===== config.mk =====
export PLATFORM = sky130hd
export DESIGN_NAME = scms_ram
export DESIGN_NICKNAME = d
export VERILOG_FILES = /design/src/rtl/scms_ram.sv
export SDC_FILE = /design/constraint.sdc
export NUM_CORES = 1
export LEC_CHECK = 0
export ABC_AREA = 0
export BUFFER_PORTS_ARGS = -buffer_cell sky130_fd_sc_hd__buf_2
export CAP_MARGIN = 20
export CORE_UTILIZATION = 25
export CTS_CLUSTER_DIAMETER = 150
export DETAILED_ROUTE_END_ITERATION = 10
export PLACE_DENSITY = 0.44
export SLEW_MARGIN = 10
export SYNTH_ARGS = -nofsm -noshare
export SYNTH_HDL_FRONTEND = slang
export SYNTH_SLANG_ARGS = --single-unit

===== constraint.sdc =====
create_clock -name clk -period 2.9 [get_ports clk]
set_clock_uncertainty 0.1 [all_clocks]
set_input_delay 0.87 -clock clk [delete_from_list [all_inputs] [get_ports clk]]
set_output_delay 0.87 -clock clk [all_outputs]
set_load 0.03 [all_outputs]

===== src/rtl/scms_ram.sv =====
// Generic single-write, single-read synchronous RAM with registered read.
// No dependencies.
module scms_ram #(
	parameter int W = 8,
	parameter int D = 16
) (
	input  logic                 clk,
	input  logic                 we,
	input  logic [$clog2(D)-1:0] waddr,
	input  logic [W-1:0]         wdata,
	input  logic [$clog2(D)-1:0] raddr,
	output logic [W-1:0]         rdata
);

	logic [W-1:0] mem [D];

	always_ff @(posedge clk) begin
		if (we)
			mem[waddr] <= wdata;
		rdata <= mem[raddr];
	end

endmodule


Word level (Yosys, flattened, before mapping)
Memory sizes are Yosys's and may differ from the RTL's. A register that Yosys moved wholly into a read port is not among the register bits.
Index checks and enable logic that the tools add are counted.
- mux-type cells: 2
- operator list (kind ; count):
    $mux 1 ; 2
- flip-flop bits (word level): 0
- bits in writable memories: 128
- input port bits: 18
- output and inout bits: 8
- logic and storage cells: 3
- memories: 1
- memory list (memory ; words ; width ; read ports ; clocked after Yosys merged registers in ; wr ports ; RTL line ; source):
    mem ; 16 ; 8 ; 1 ; 1 ; 1 ; 15 ; logic [W-1:0] mem [D];

Longest topological paths before layout
Gate-level depths: netlist of run 1.
- depth in word-level cells: 2
- gate-level depth with buffers: 5
- mapped depth without buffers: 3

Worst setup path before layout of run 1
No wires, ideal clock.
- kind: input port to flip-flop
- start point: input port waddr[2]
- end point: memory mem[0][0], enable pin
- data arrival time: 1980 ps
- data required time: 2417 ps
- slack: 437 ps
- cell stages on the path: 2
- path buffers: 0
- cells stage by stage: or3b_2 nor3_1
- RTL lines (item ; RTL line ; source):
    start, declared ; 9 ; input logic [$clog2(D)-1:0] waddr,
    end, declared ; 15 ;
No word-level cell before the write port.

==> results.sh, run 1 <==
export IMPL_drc=0
export IMPL_relSlewSlack_pct=64.7
export IMPL_core_area_mm2=0.0202
export IMPL_setup_tns_final_ns=0
export IMPL_met3_usage_pct=4.17
export IMPL_cts_hold_buf=0
export IMPL_timing_final_crit_share_pct=74.5
export IMPL_met2_usage_pct=19.1
export IMPL_syn_avg_cell_area_um2=22.5
export IMPL_instances_no_fill=566
export IMPL_ys_types=19
export IMPL_grt_pass1_vias=2562
export IMPL_port_buffers=25
export IMPL_top_usage_layer="met2"
export IMPL_status="finished clean"
export IMPL_synth_nets=247
export IMPL_final_common_cell="edfxtp_1"
export IMPL_holdPathStages=3
export IMPL_grt_usage_pct=11.9
export IMPL_wl_per_cell_um=20.5
export IMPL_end_kind="flop"
export IMPL_route_vias_total=2443
export IMPL_drtPass1Iterations=4
export IMPL_fillCellCount=1961
export IMPL_grt_first_pass_wirelength_um=17300
export IMPL_rsz0062_at_grt="false"
export IMPL_cap_violations=0
export IMPL_cp_data_required_time_ns=3.09
export IMPL_initial_core_util_pct=25.4
export IMPL_period_minus_slack_ns=2.16
export IMPL_clock_sinks=136
export IMPL_io_pins=26
export IMPL_dpl_cell_count=537
export IMPL_critPathLaunchType="primary input"
export IMPL_worst_pin_slew_ns=0.529
export IMPL_grt_max_degree=21
export IMPL_use_met1_pct=15.3
export IMPL_viasPerCell=4.32
export IMPL_ctsResizeCount=0
export IMPL_cp_data_arrival_time_ns=2.35
export IMPL_ys_seq_area_share_pct=77.8
export IMPL_path_cells="buf_2 > buf_12 > mux4_1 > a22oi_1 > nand2_1"
export IMPL_area_growth_pct=21.4
export IMPL_vdd_ir_drop_max_mv=0.400
export IMPL_cpPeakStageDelay_ns=0.58
export IMPL_drive_above_1_share_pct=29.7
export IMPL_report_final_hold_viol_count=0
export IMPL_postPlaceCellArea_mm2=0.00572
export IMPL_syn_area_mm2=0.00515
export IMPL_clk_latency_ns=0.41
export IMPL_antennaDiodeCount=0
export IMPL_ys_warn_count=0
export IMPL_cts_root_buf="clkbuf_16"
export IMPL_fmax_mhz=463
export IMPL_path_clk_slew_ns=0.06
export IMPL_reg2regPathDepth=3
export IMPL_die_h_um=145
export IMPL_overflow=0
export IMPL_synth_cells=229
export IMPL_slew_viol_final=0
export IMPL_finalSetupViolations=0
export IMPL_place_congestion=0.697
export IMPL_cts_tree="yes"
export IMPL_drt_wl_total_um=11600
export IMPL_layout_nets=304
export IMPL_drtIter0Drc=130
export IMPL_cellLeakagePower_nw=2.08
export IMPL_final_cell_mix="edfxtp_1, buf_2, buf_4, mux4_2, clkbuf_16"
export IMPL_ys_ff_latch=136
export IMPL_hpwl_um=7640
export IMPL_die_area_mm2=0.0212
export IMPL_htreeDepth=4
export IMPL_postCtsSetupBuffers=0
export IMPL_final_area_mm2=0.00625
export IMPL_path_max_fanout=20
export IMPL_hold_path_class="reg2reg"
export IMPL_die_x_um=145
export IMPL_ant_nets=0
export IMPL_slowest_stage="mux4_1"
export IMPL_crit_type="in2reg"
export IMPL_antenna_found_initial=0
export IMPL_timing_final_ws_setup_ns=0.740
export IMPL_p_per_area_mw_per_mm2=707
export IMPL_clk_path_buf_depth=2
export IMPL_pre_cts_ws_ns=0.257
export IMPL_std_cell_rows=52
export IMPL_cts_made_buffers=17
export IMPL_finalPower_mw=4.42
Yosys cell counts, drive strengths merged:
cell type / number / area share [%]
a22oi: 16 / 2.3
and2: 1 / 0.12
and2b: 1 / 0.15
buf: 7 / 1.1
clkdlybuf4s25: 3 / 0.58
dfxtp: 8 / 3.1
edfxtp: 128 / 75
mux4: 32 / 15
nand2: 9 / 0.66
nand2b: 2 / 0.24
nand3: 1 / 0.097
nand3b: 2 / 0.29
nor2: 13 / 0.95
nor2b: 1 / 0.12
nor3: 4 / 0.39
or3b: 1 / 0.17
critical path, delay by kind of cell:
kind / cells / cell delay, ns
compound gates: 1 / 0.28
simple gates: 1 / 0.08
buf+inv: 2 / 0.52
mux: 1 / 0.58
path summary, 6_finish.rpt:
kind	to	from	slack (ns)
setup / recovery	rdata[3]$_DFF_P_	raddr[0]	0.74
hold / removal	rdata[5]$_DFF_P_	mem[14][5]$_DFFE_PP_	0.57
setup reg to reg	rdata[7]$_DFF_P_	mem[3][7]$_DFFE_PP_	1.37
hold reg to reg	rdata[5]$_DFF_P_	mem[14][5]$_DFFE_PP_	0.57
final cells by class:
cell class,count,area [um2],area share (%)
clock inverter,6,77.6,1.24
multi-input combinational,83,1060,16.9
sequential,136,4000,64.1
timing repair buffer,48,323,5.17
tap,270,338,5.41
clock buffer,23,448,7.17
per-layer routing:
metal	wire, um	share of wire (%)	vias up
met5	0	0	-
met4	106	0.91	0
met3	434	3.7	11
met2	5730	49	50
met1	5350	46	1298
li1	-	-	1084
power by group:
| part | leakage (nW) | switching, mW | internal (mW) |
|---|---|---|---|
| Clock | 0.256 | 0.724 | 1.24 |
| Sequential | 1.22 | 0.0144 | 2.20 |
| Combinational | 0.600 | 0.147 | 0.0920 |
state kept, by name (all words and copies together) (netlist names):
signal  flops
rdata       8
mem       128
cell families (layout without fill, tap and decap cells):
group           count (synthesis)  after routing  share of synthesized area [%]
compound gates                 16             16                           2.33
flops                         136            136                           77.8
simple gates                   35             35                           3.18
mux                            32             32                           15.0
buf+inv                        10             77                           1.68
through the flow:
stage	hold slack, ns	utilization [%]
2_1_floorplan	0.529	-
3_3_place_gp	0.560	28.3
3_5_place_dp	0.561	28.3
4_1_cts	0.571	30.9
5_1_grt	0.602	30.9
6_report	0.567	30.9
Power figures use the tool's default switching activity.
==> inputs of run 2 (changes only) <==
--- a/config.mk
+++ b/config.mk
@@ -11,7 +11,7 @@
 export CORE_UTILIZATION = 25
 export CTS_CLUSTER_DIAMETER = 150
 export DETAILED_ROUTE_END_ITERATION = 10
-export PLACE_DENSITY = 0.44
+export PLACE_DENSITY = 0.46
 export SLEW_MARGIN = 10
 export SYNTH_ARGS = -nofsm -noshare
 export SYNTH_HDL_FRONTEND = slang
==> constraint.sdc (replaced) <==
create_clock -name clk -period 1.75 [get_ports clk]
set_clock_uncertainty 0.1 [all_clocks]
set_input_delay 0.525 -clock clk [delete_from_list [all_inputs] [get_ports clk]]
set_output_delay 0.525 -clock clk [all_outputs]
set_load 0.03 [all_outputs]
==> run 2 against run 1 <==
Effect of this change:
- cell count is 4.4% higher
- critical path depth is 1 higher
- first-iteration DRC count is 48% higher
- clock power is 64% higher
- flip-flop and latch count stayed put
- die area stayed put
- register-to-register slack worse by 1.1 ns
- hold slack worse by 0.18 ns
- critical path type unchanged
- critical endpoint is now rdata[1]$_DFF_P_
- largest power group unchanged
- highest routed layer unchanged
==> results.sh, run 2 (synthesized netlist as in run 1, its figures left out) <==
export IMPL_slew_viol_final=0
export IMPL_final_cell_mix="edfxtp_1, buf_4, buf_2, mux4_2, clkbuf_16"
export IMPL_min_from="wdata[4]"
export IMPL_cap_violations=0
export IMPL_drt_wl_total_um=11200
export IMPL_clock_sinks=136
export IMPL_rr_startpoint="mem[2][0]$_DFFE_PP_"
export IMPL_hpwl_um=7530
export IMPL_top_register="mem"
export IMPL_cts_tree="yes"
export IMPL_drive_above_1_share_pct=38.9
export IMPL_htreeDepth=4
export IMPL_die_h_um=145
export IMPL_antennaDiodeCount=0
export IMPL_overflow=0
export IMPL_largest_register_ffs=128
export IMPL_cellLeakagePower_nw=2.21
export IMPL_setup_tns_final_ns=0
export IMPL_p_per_area_mw_per_mm2=1130
export IMPL_port_buffers=25
export IMPL_path_cells="buf_2 > buf_12 > buf_4 > mux4_1 > a22oi_1 > nand2_1"
export IMPL_grt_pass1_vias=2712
export IMPL_drtPass1Iterations=4
export IMPL_report_final_hold_viol_count=0
export IMPL_min_delay_worst_endpoint="mem[10][4]$_DFFE_PP_"
export IMPL_vdd_ir_drop_max_mv=0.686
export IMPL_cts_root_buf="clkbuf_16"
export IMPL_slowest_stage="mux4_1"
export IMPL_cpPeakStageDelay_ns=0.54
export IMPL_area_growth_pct=26.4
export IMPL_std_cell_rows=52
export IMPL_antenna_found_initial=0
export IMPL_finalSetupViolations=0
export IMPL_cts_hold_buf=0
export IMPL_crit_type="in2reg"
export IMPL_fmax_mhz=601
export IMPL_grt_first_pass_wirelength_um=16800
export IMPL_cp_startpoint="raddr[0]"
export IMPL_cts_made_buffers=17
export IMPL_end_kind="flop"
export IMPL_dpl_cell_count=559
export IMPL_layout_nets=326
export IMPL_grt_max_degree=19
export IMPL_hold_path_class="in2reg"
export IMPL_pre_cts_ws_ns=-0.356
export IMPL_cp_data_arrival_time_ns=1.86
export IMPL_period_minus_slack_ns=1.66
export IMPL_path_max_fanout=18
export IMPL_core_area_mm2=0.0202
export IMPL_finalPower_mw=7.32
export IMPL_timing_final_crit_share_pct=95.0
export IMPL_io_pins=26
export IMPL_relSlewSlack_pct=46.4
export IMPL_die_area_mm2=0.0212
export IMPL_ant_nets=0
export IMPL_wl_per_cell_um=19.0
export IMPL_drtIter0Drc=193
export IMPL_instances_no_fill=591
export IMPL_drc=0
export IMPL_holdPathStages=1
export IMPL_status="finished clean"
export IMPL_clk_path_buf_depth=2
export IMPL_grt_usage_pct=11.6
export IMPL_path_clk_slew_ns=0.06
export IMPL_ctsResizeCount=0
export IMPL_rsz0062_at_grt="false"
export IMPL_utilization_pct=32.2
export IMPL_critPathLaunchType="primary input"
export IMPL_viasPerCell=4.21
export IMPL_postPlaceCellArea_mm2=0.00597
export IMPL_fillCellCount=1937
export IMPL_worst_pin_slew_ns=0.802
export IMPL_final_common_cell="edfxtp_1"
export IMPL_clk_latency_ns=0.42
export IMPL_final_area_mm2=0.00651
export IMPL_reg2reg_slack_ns=0.24
export IMPL_initial_core_util_pct=25.4
export IMPL_reg_top3="mem x128, rdata x8"
export IMPL_whs_ns=0.391
export IMPL_die_x_um=145
export IMPL_timing_final_ws_setup_ns=0.0869
export IMPL_place_congestion=0.710
export IMPL_postCtsSetupBuffers=0
export IMPL_cp_data_required_time_ns=1.94
export IMPL_r2r_end="rdata[0]$_DFF_P_"
export IMPL_route_vias_total=2491
export IMPL_reg2regPathDepth=4
[run 2: power breakdown]
part	switching [mW]	total, mW	internal (mW)
clock	1.29	3.22	1.93
combinational	0.250	0.438	0.188
sequential	0.0237	3.67	3.64
[run 2: worst max-delay path by stage]
| stage | cells after the start | slack, ns | to |
|---|---|---|---|
| 2_1_floorplan | 5 | -0.01 | rdata[1]$_DFF_P_ |
| 6_report | 6 | 0.09 | rdata[1]$_DFF_P_ |
| 4_1_cts | 6 | 0.09 | rdata[1]$_DFF_P_ |
| 5_1_grt | 6 | 0.02 | rdata[4]$_DFF_P_ |
| 3_3_place_gp | 5 | -0.36 | rdata[2]$_DFF_P_ |
| 3_5_place_dp | 6 | -0.36 | rdata[1]$_DFF_P_ |
[run 2: cell type report]
type                    count  area (um2)  share of cell area (%)
flip-flops and latches    136        4000                    61.5
multi-input cells          83        1090                    16.7
clock inverters            14         110                    1.69
well taps                 270         338                    5.19
repair buffers             70         538                    8.27
clock buffers              18         429                    6.59
[run 2: routing by layer]
metal / global-route usage (%) / up-vias / share of wire [%]
li1: - / 1133 / -
met1: 14.9 / 1296 / 46
met2: 17.9 / 56 / 49
met3: 4.20 / 6 / 3.9
met4: 4.11 / 0 / 0.86
met5: 0 / - / 0
[run 2: critical path: cells and delay by family]
| kind | cells | cell delay, ns |
|---|---|---|
| mux | 1 | 0.54 |
| buf+inv | 3 | 0.48 |
| compound gates | 1 | 0.22 |
| simple gates | 1 | 0.08 |
